`config.mk`:
```
export PLATFORM = sky130hd
export DESIGN_NAME = ctt_ram
export DESIGN_NICKNAME = d
export VERILOG_FILES = /design/src/rtl/ctt_ram.sv
export SDC_FILE = /design/constraint.sdc
export NUM_CORES = 1
export LEC_CHECK = 0
export BUFFER_PORTS_ARGS = -buffer_cell sky130_fd_sc_hd__buf_2
export CAP_MARGIN = 20
export CORE_ASPECT_RATIO = 1.75
export CORE_MARGIN = 2
export CORE_UTILIZATION = 50
export CTS_CLUSTER_DIAMETER = 60
export DETAILED_ROUTE_END_ITERATION = 7
export PLACE_DENSITY_LB_ADDON = 0.3
export SLEW_MARGIN = 20
export SYNTH_ARGS = -nofsm -noshare
export SYNTH_HDL_FRONTEND = slang
export SYNTH_SLANG_ARGS = --single-unit
```
`constraint.sdc`:
```
create_clock -name clock -period 5.3 [get_ports clock]
set_clock_uncertainty 0.05 [all_clocks]
set_input_delay 1.06 -clock clock [delete_from_list [all_inputs] [get_ports clock]]
set_output_delay 1.06 -clock clock [all_outputs]
set_load 0.03 [all_outputs]
```
`src/rtl/ctt_ram.sv`:
```
// -----------------------------------------------------------------------------
// ctt_ram - generic simple dual-port RAM
// One write port and one read port, read data registered.
// -----------------------------------------------------------------------------
module ctt_ram #(
   parameter  int WIDTH  = 8,
   parameter  int DEPTH  = 64,
   localparam int ADDR_W = (DEPTH > 1) ? $clog2(DEPTH) : 1
) (
   input  logic              clock,
   input  logic              wr_en,
   input  logic [ADDR_W-1:0] wr_addr,
   input  logic [WIDTH-1:0]  wr_data,
   input  logic              rd_en,
   input  logic [ADDR_W-1:0] rd_addr,
   output logic [WIDTH-1:0]  rd_data
);

   logic [WIDTH-1:0] mem [DEPTH];
   logic [WIDTH-1:0] rd_data_ff;

   always_ff @(posedge clock) begin
      if (wr_en) begin
         mem[wr_addr] <= wr_data;
      end
      if (rd_en) begin
         rd_data_ff <= mem[rd_addr];
      end
   end

   assign rd_data = rd_data_ff;

endmodule

```
* Word-level counts from Yosys, hierarchy flattened
Memory sizes are Yosys's and may differ from the RTL's. A register that Yosys moved wholly into a read port is not among the register bits.
Cells that the tools add are included.
** Cells by class
- Mux-type cells :: 2
** Operator list (count)
- 1-bit 2-to-1 mux :: 2
** Word-level totals
- Bits in registers :: 0
- Bits in writable memories :: 512
- Input bits :: 23
- Output and inout bits :: 8
- Word-level logic and storage cells :: 3
- Memories :: 1
** Memories
- mem :: words 64, bits a word 8, rd ports 1, clocked after Yosys merged registers in 1, wr ports 1, line 19 : logic [WIDTH-1:0] mem [DEPTH];

* Longest topological paths before layout
Gate-level depths: netlist of the first run.
- Depth in word-level cells :: 2
- Mapped depth :: 9

* Least setup slack after synthesis of the first run
Ideal clock, no wire load.
- Path kind :: input to register
- Start :: input rd_addr[1]
- End :: register rd_data_ff[3], in the netlist rd_data[3], read port of mem, data pin
- Arrival :: 2.600 ns
- Required time :: 4.984 ns
- Slack :: 2.384 ns
- Stages :: 7
- Buffers on the path :: 3
- Cells stage by stage :: buf_4 > buf_2 > buf_2 > mux4_2 > mux4_2 > o21ai_1 > o41ai_1
** RTL lines
- from (decl) :: line 15 : input logic [ADDR_W-1:0] rd_addr,
- to (decl) :: line 20 : logic [WIDTH-1:0] rd_data_ff;

==> results of run 1 <==
per-layer routing:
metal	wire, µm	global-route usage	vias to the layer above	share of wire
met1	15670	0.2621	5067	0.35
met4	2065	0.08957	2	0.046
met5	13	0	-	0.00029
li1	-	-	3986	-
met3	2574	0.03273	105	0.058
met2	24320	0.3969	342	0.54
cells in the mapped netlist, types with 2 or more instances:
cell type	n
edfxtp_1	520
mux4_2	126
nor2_1	83
mux2i_1	23
nand2_1	19
clkbuf_1	17
nor2b_1	14
buf_4	13
mux2_2	13
nand3_1	13
buf_2	11
o221ai_1	8
o22ai_1	8
nand2b_1	7
nor3_1	7
a221oi_1	6
a211oi_1	4
buf_1	4
buf_6	4
a21oi_1	3
a22oi_1	3
nand3b_1	3
o2111ai_1	3
o2bb2ai_1	3
a2111oi_0	2
buf_12	2
nand4_1	2
nor4_1	2
o21a_1	2
o21ai_0	2
o21ai_1	2
o221a_2	2
o32ai_1	2
o41ai_1	2
final cells by class:
type | instances | share of cell area
repair buffers | 45 | 0.01350
well taps | 495 | 0.02795
clock inverters | 19 | 0.006212
clock buffers | 53 | 0.05218
multi-input cells | 369 | 0.1952
diodes | 2 | 0.0002259
flip-flops and latches | 520 | 0.7047
worst max-delay path by stage:
stage | end | slack (ns)
2_1_floorplan | rd_data[3] | 2.38
3_3_place_gp | rd_data[0] | 1.25
3_5_place_dp | rd_data[0] | 1.21
4_1_cts | rd_data[0] | 1.77
5_1_grt | rd_data[2] | 1.67
6_report | rd_data[0] | 1.76
state kept, by name, indices dropped and copies added (netlist names):
signal	flops
mem	512
rd_data	8
cell usage in the layout (no fill, tap or decap), types with 3 or more instances in the layout:
cell	n
a211oi_1	4
a21oi_1	3
a221oi_1	6
a22oi_1	3
buf_2	23
buf_4	20
clkbuf_1	8
clkbuf_16	45
clkinv_1	8
clkinv_2	8
edfxtp_1	520
mux2_2	13
mux2i_1	23
mux4_2	126
nand2_1	19
nand2b_1	7
nand3_1	13
nand3b_1	3
nor2_1	83
nor2b_1	14
nor3_1	5
o2111ai_1	3
o221ai_1	8
o22ai_1	8
o2bb2ai_1	3
power by group:
group / internal, mW / switching, mW / leakage, nW
Clock: 1.64 / 1.37 / 0.636
Combinational: 0.152 / 0.268 / 1.48
Sequential: 4.56 / 0.0112 / 4.69
cells by family (layout without fill, tap and decap cells):
logic type / Yosys count / in the layout
flip-flops: 520 / 520
other: 0 / 2
buffers and inverters: 51 / 117
multiplexers: 162 / 162
AO/OA/AOI/OAI: 54 / 54
AND/OR/NAND/NOR: 153 / 153
stage by stage:
step	cells	hold slack, ns	utilization	worst slack [ns]
floorplan	940	0.7471	-	2.384
global placement	1429	0.8313	0.5206	1.252
detailed placement	1429	0.8887	0.5206	1.207
CTS	1501	0.8132	0.5529	1.774
global route	1501	0.8269	0.5531	1.672
finish	1503	0.8332	0.5532	1.763
critical path: cells and delay by family:
family	cells	cell delay (ns)
multiplexers	2	0.91
AO/OA/AOI/OAI	2	0.97
buffers and inverters	1	0.69
==> results.cfg, run 1 <==
[status]
outcome = complete, no violations

[synth]
ys_warn_count = 0
netlist_area_um2 = 20250
synth_cell_types = 39
ys.flop_type = edfxtp_1
syn_nets = 963
synth-compound-area-share = 0.02064
synthMuxAreaShare = 0.1588
async_flop_share = 0
synthXorXnorAreaFrac = 0
syn_avg_cell_area_um2 = 21.54
synthAdderAreaFrac = 0
syn-instance-count = 940
synthSimpleGateAreaFrac = 0.03374
yosys.area.top_type = edfxtp_1
synth_top_area_share = 0.7712
synth_top_family_by_area = multiplexers
synth_seq_cells = 520
synth.area.top_cells = edfxtp_1 (77%), mux4_2 (14%), nor2_1 (1.5%)
yosysSeqAreaShare = 0.7712
synth_edf_count = 520

[sta]
rsz0062_at_grt = no
drv_slew = 0
fin_setup_tns_ns = 0
max_freq_mhz = 282.7
post-route-min-period_ns = 3.537
setup_viol = 0
worst-slew-pin-transition_ns = 1.025
finalHoldViolations = 0
max_slew_margin = 0.3169
finalCritPeriodShare = 0.6674

[power]
p_leak_nw = 6.804
p_per_area_nw_per_um2 = 361.1
vdd_drop_max_mv = 0.2320
power_mw = 8.000

[detailed_routing]
vias = 9502
drt_iter0_markers = 977
drt_pass1_iterations = 6
vias_per_cell = 6.322
antenna_left = 0
route.detailed.drc = 0
routed_wl_um = 44640
wire_per_inst_um = 29.70

[final_layout]
layout.nets = 1002
areaGrowthSynthToFinish_pct = 9.436
multi_input_area_um2 = 4325
regArea_um2 = 15620
fillers = 2989
drive_above_1_share = 0.2425
design_area_um2 = 22160

[place]
gp_congestion = 0.8051
dpl.hpwl_um = 28470
placedInstanceArea_um2 = 20850
portBuffers = 30

[hold_path]
hp-start = rd_en
whs_endpoint = rd_data[4]
hp-class = in -> reg
whs_path_depth = 1

[critical_path]
worstSetupPathType = in -> reg
critical_path_arrival_ns = 3.76
worstPathMaxFanout = 60
cp-start-kind = primary input
cp.required_ns = 5.52
slowest_delay_ns = 0.83
worstReg2RegStart = mem[47][0]
reg2reg_to = rd_data[0]
cp_cell_sequence = buf_4, mux4_2, mux2_2, a221oi_1, o2bb2ai_1
cp_slowest_cell = a221oi_1
worstSetupStartpoint = rd_addr[1]
r2r_setup_slack_ns = 2.87
worstRegToRegCells = 4
endpoint_kind = flip-flop

[cts]
cts_resized = 0
cts_hold_buf = 0
post_cts_buffers = 0
cts_buffers = 43
cts.sinks = 520
worst_skew_pair.late_latency_ns = 0.56
cts_tree = built
cts_max_path_buffers = 3
cts-root-buf = clkbuf_16
cts_max_level = 2
path_clk_slew_ns = 0.07

[grt]
grt_overflow_total = 0
grtUsageTotal = 0.2197
grt_pass1_vias = 9933
grt_pass1_wl_um = 66290
grt_max_degree = 65
grt_antenna_before_repair = 2

[floorplan]
dieArea_um2 = 42180
fp.coreArea_um2 = 40050
die_y_um = 270.2
die_w_um = 156.1
start_util = 0.5055
rows = 97
boundaryPins = 31

[flow_run]
drv_cap = 0
(Power assumes the default switching activity.)
==> inputs of run 2 (changes only) <==
- clock period: 5.3 -> 3.05 ns (I/O delays scaled with it)
==> run 2 against run 1 <==
  * Clock power rose by 83%
  * Via count rose by 3.2%
  * Combinational power rose by 89%
  * First-iteration DRC count fell by 14%
  * Highest routed layer is now met4
  * Sequential share of layout area fell by 2.9 points
  * Largest cell class unchanged
  * Critical path depth rose by 1
  * Global-route usage rose by 0.57 points
  * Design area rose by 4.3%
  * Largest power group unchanged
  * Die area did not move
  * Sequential power rose by 74%
==> results.cfg, run 2 (synthesis results as in run 1) <==
[detailed_routing]
antenna_left = 0
drt_pass1_iterations = 7
drt_iter0_markers = 841
wire_per_inst_um = 28.57
vias = 9809
vias_per_cell = 6.096
route.detailed.drc = 0
routed_wl_um = 45960

[power]
power_mw = 14.25
p_leak_nw = 7.412
vdd_drop_max_mv = 0.4387
p_per_area_nw_per_um2 = 616.8

[sta]
rsz0062_at_grt = no
finalHoldViolations = 0
fin_setup_tns_ns = 0
setup_viol = 0
max_freq_mhz = 403.8
whs_ns = 0.4120
max_slew_margin = 0.3800
worst-slew-pin-transition_ns = 0.9301
worst_slack_ns = 0.5734
post-route-min-period_ns = 2.477
drv_slew = 0
finalCritPeriodShare = 0.8120

[cts]
worst_skew_pair.late_latency_ns = 0.56
cts_resized = 0
cts_max_level = 2
cts_buffers = 44
cts-root-buf = clkbuf_16
post_cts_buffers = 0
cts_hold_buf = 0
cts_max_path_buffers = 3
path_clk_slew_ns = 0.07
cts.sinks = 520
cts_tree = built

[grt]
grt_pass1_vias = 10260
grt_overflow_total = 0
grtUsageTotal = 0.2254
grt_max_degree = 65
grt_antenna_before_repair = 1
grt_pass1_wl_um = 68120

[critical_path]
cp-start-kind = primary input
r2r_setup_slack_ns = 0.71
reg2reg_to = rd_data[0]
worstPathMaxFanout = 19
critical_path_arrival_ns = 2.73
worstSetupPathType = in -> reg
cp.required_ns = 3.30
worstRegToRegCells = 5
endpoint_kind = flip-flop
worstReg2RegStart = mem[47][0]

[final_layout]
areaGrowthSynthToFinish_pct = 14.12
final_util = 0.5769
diodes = 0
top_register = mem
design_area_um2 = 23110
layout.nets = 1104
stdcell_count = 1609
largest_reg_flops = 512
drive_above_1_share = 0.3160
final_common_cell = edfxtp_1
fillers = 2883
layout_common_cells = edfxtp_1 (520), mux4_2 (126), buf_4 (109), nor2_1 (83), clkbuf_16 (45)

[floorplan]
die_y_um = 270.2
rows = 97
boundaryPins = 31
dieArea_um2 = 42180
start_util = 0.5055
fp.coreArea_um2 = 40050
die_w_um = 156.1

[place]
portBuffers = 30
placedInstanceArea_um2 = 21700
dpl.hpwl_um = 31120
placed_cells = 1530
gp_congestion = 0.8556
post-place-ws_ns = -0.01682

[status]
outcome = complete, no violations

[hold_path]
whs_endpoint = rd_data[4]
hp-class = in -> reg
hp-start = rd_en
whs_path_depth = 1

[flow_run]
drv_cap = 0
run 2: worst max path at each step:
| stage | start | endpoint | cells after the start |
|---|---|---|---|
| after floorplan | rd_addr[1] | rd_data[3] | 7 |
| after global placement | rd_addr[1] | rd_data[2] | 6 |
| after detailed placement | rd_addr[1] | rd_data[0] | 6 |
| after CTS | rd_addr[1] | rd_data[0] | 6 |
| after global routing | rd_addr[1] | rd_data[0] | 6 |
| final | rd_addr[1] | rd_data[0] | 6 |
run 2: report_power, final:
| part | total [mW] | internal (mW) | leakage, nW | switching [mW] |
|---|---|---|---|---|
| registers | 7.94 | 7.92 | 4.69 | 0.0169 |
| clock network | 5.52 | 3.07 | 0.684 | 2.46 |
| logic | 0.792 | 0.311 | 2.04 | 0.481 |
run 2: worst max-delay path, stage by stage:
cell,delay [ns]
buf_4,0.31
mux4_2,0.56
mux2_2,0.29
a221oi_1,0.58
buf_4,0.25
o2bb2ai_1,0.08
run 2: final cells by class:
| type | count | area, µm² | area share |
|---|---|---|---|
| clock buffers | 52 | 1152 | 0.04987 |
| clock inverters | 27 | 256.5 | 0.01110 |
| multi-input cells | 369 | 4315 | 0.1868 |
| flip-flops and latches | 520 | 15620 | 0.6758 |
| well taps | 495 | 619.3 | 0.02680 |
| repair buffers | 146 | 1147 | 0.04966 |
run 2: layer usage:
layer,part of all wire,vias to the layer above,GRT usage
met5,0,-,0
met2,0.56,305,0.4121
met4,0.033,0,0.08257
li1,-,4212,-
met3,0.043,76,0.02487
met1,0.36,5216,0.2747
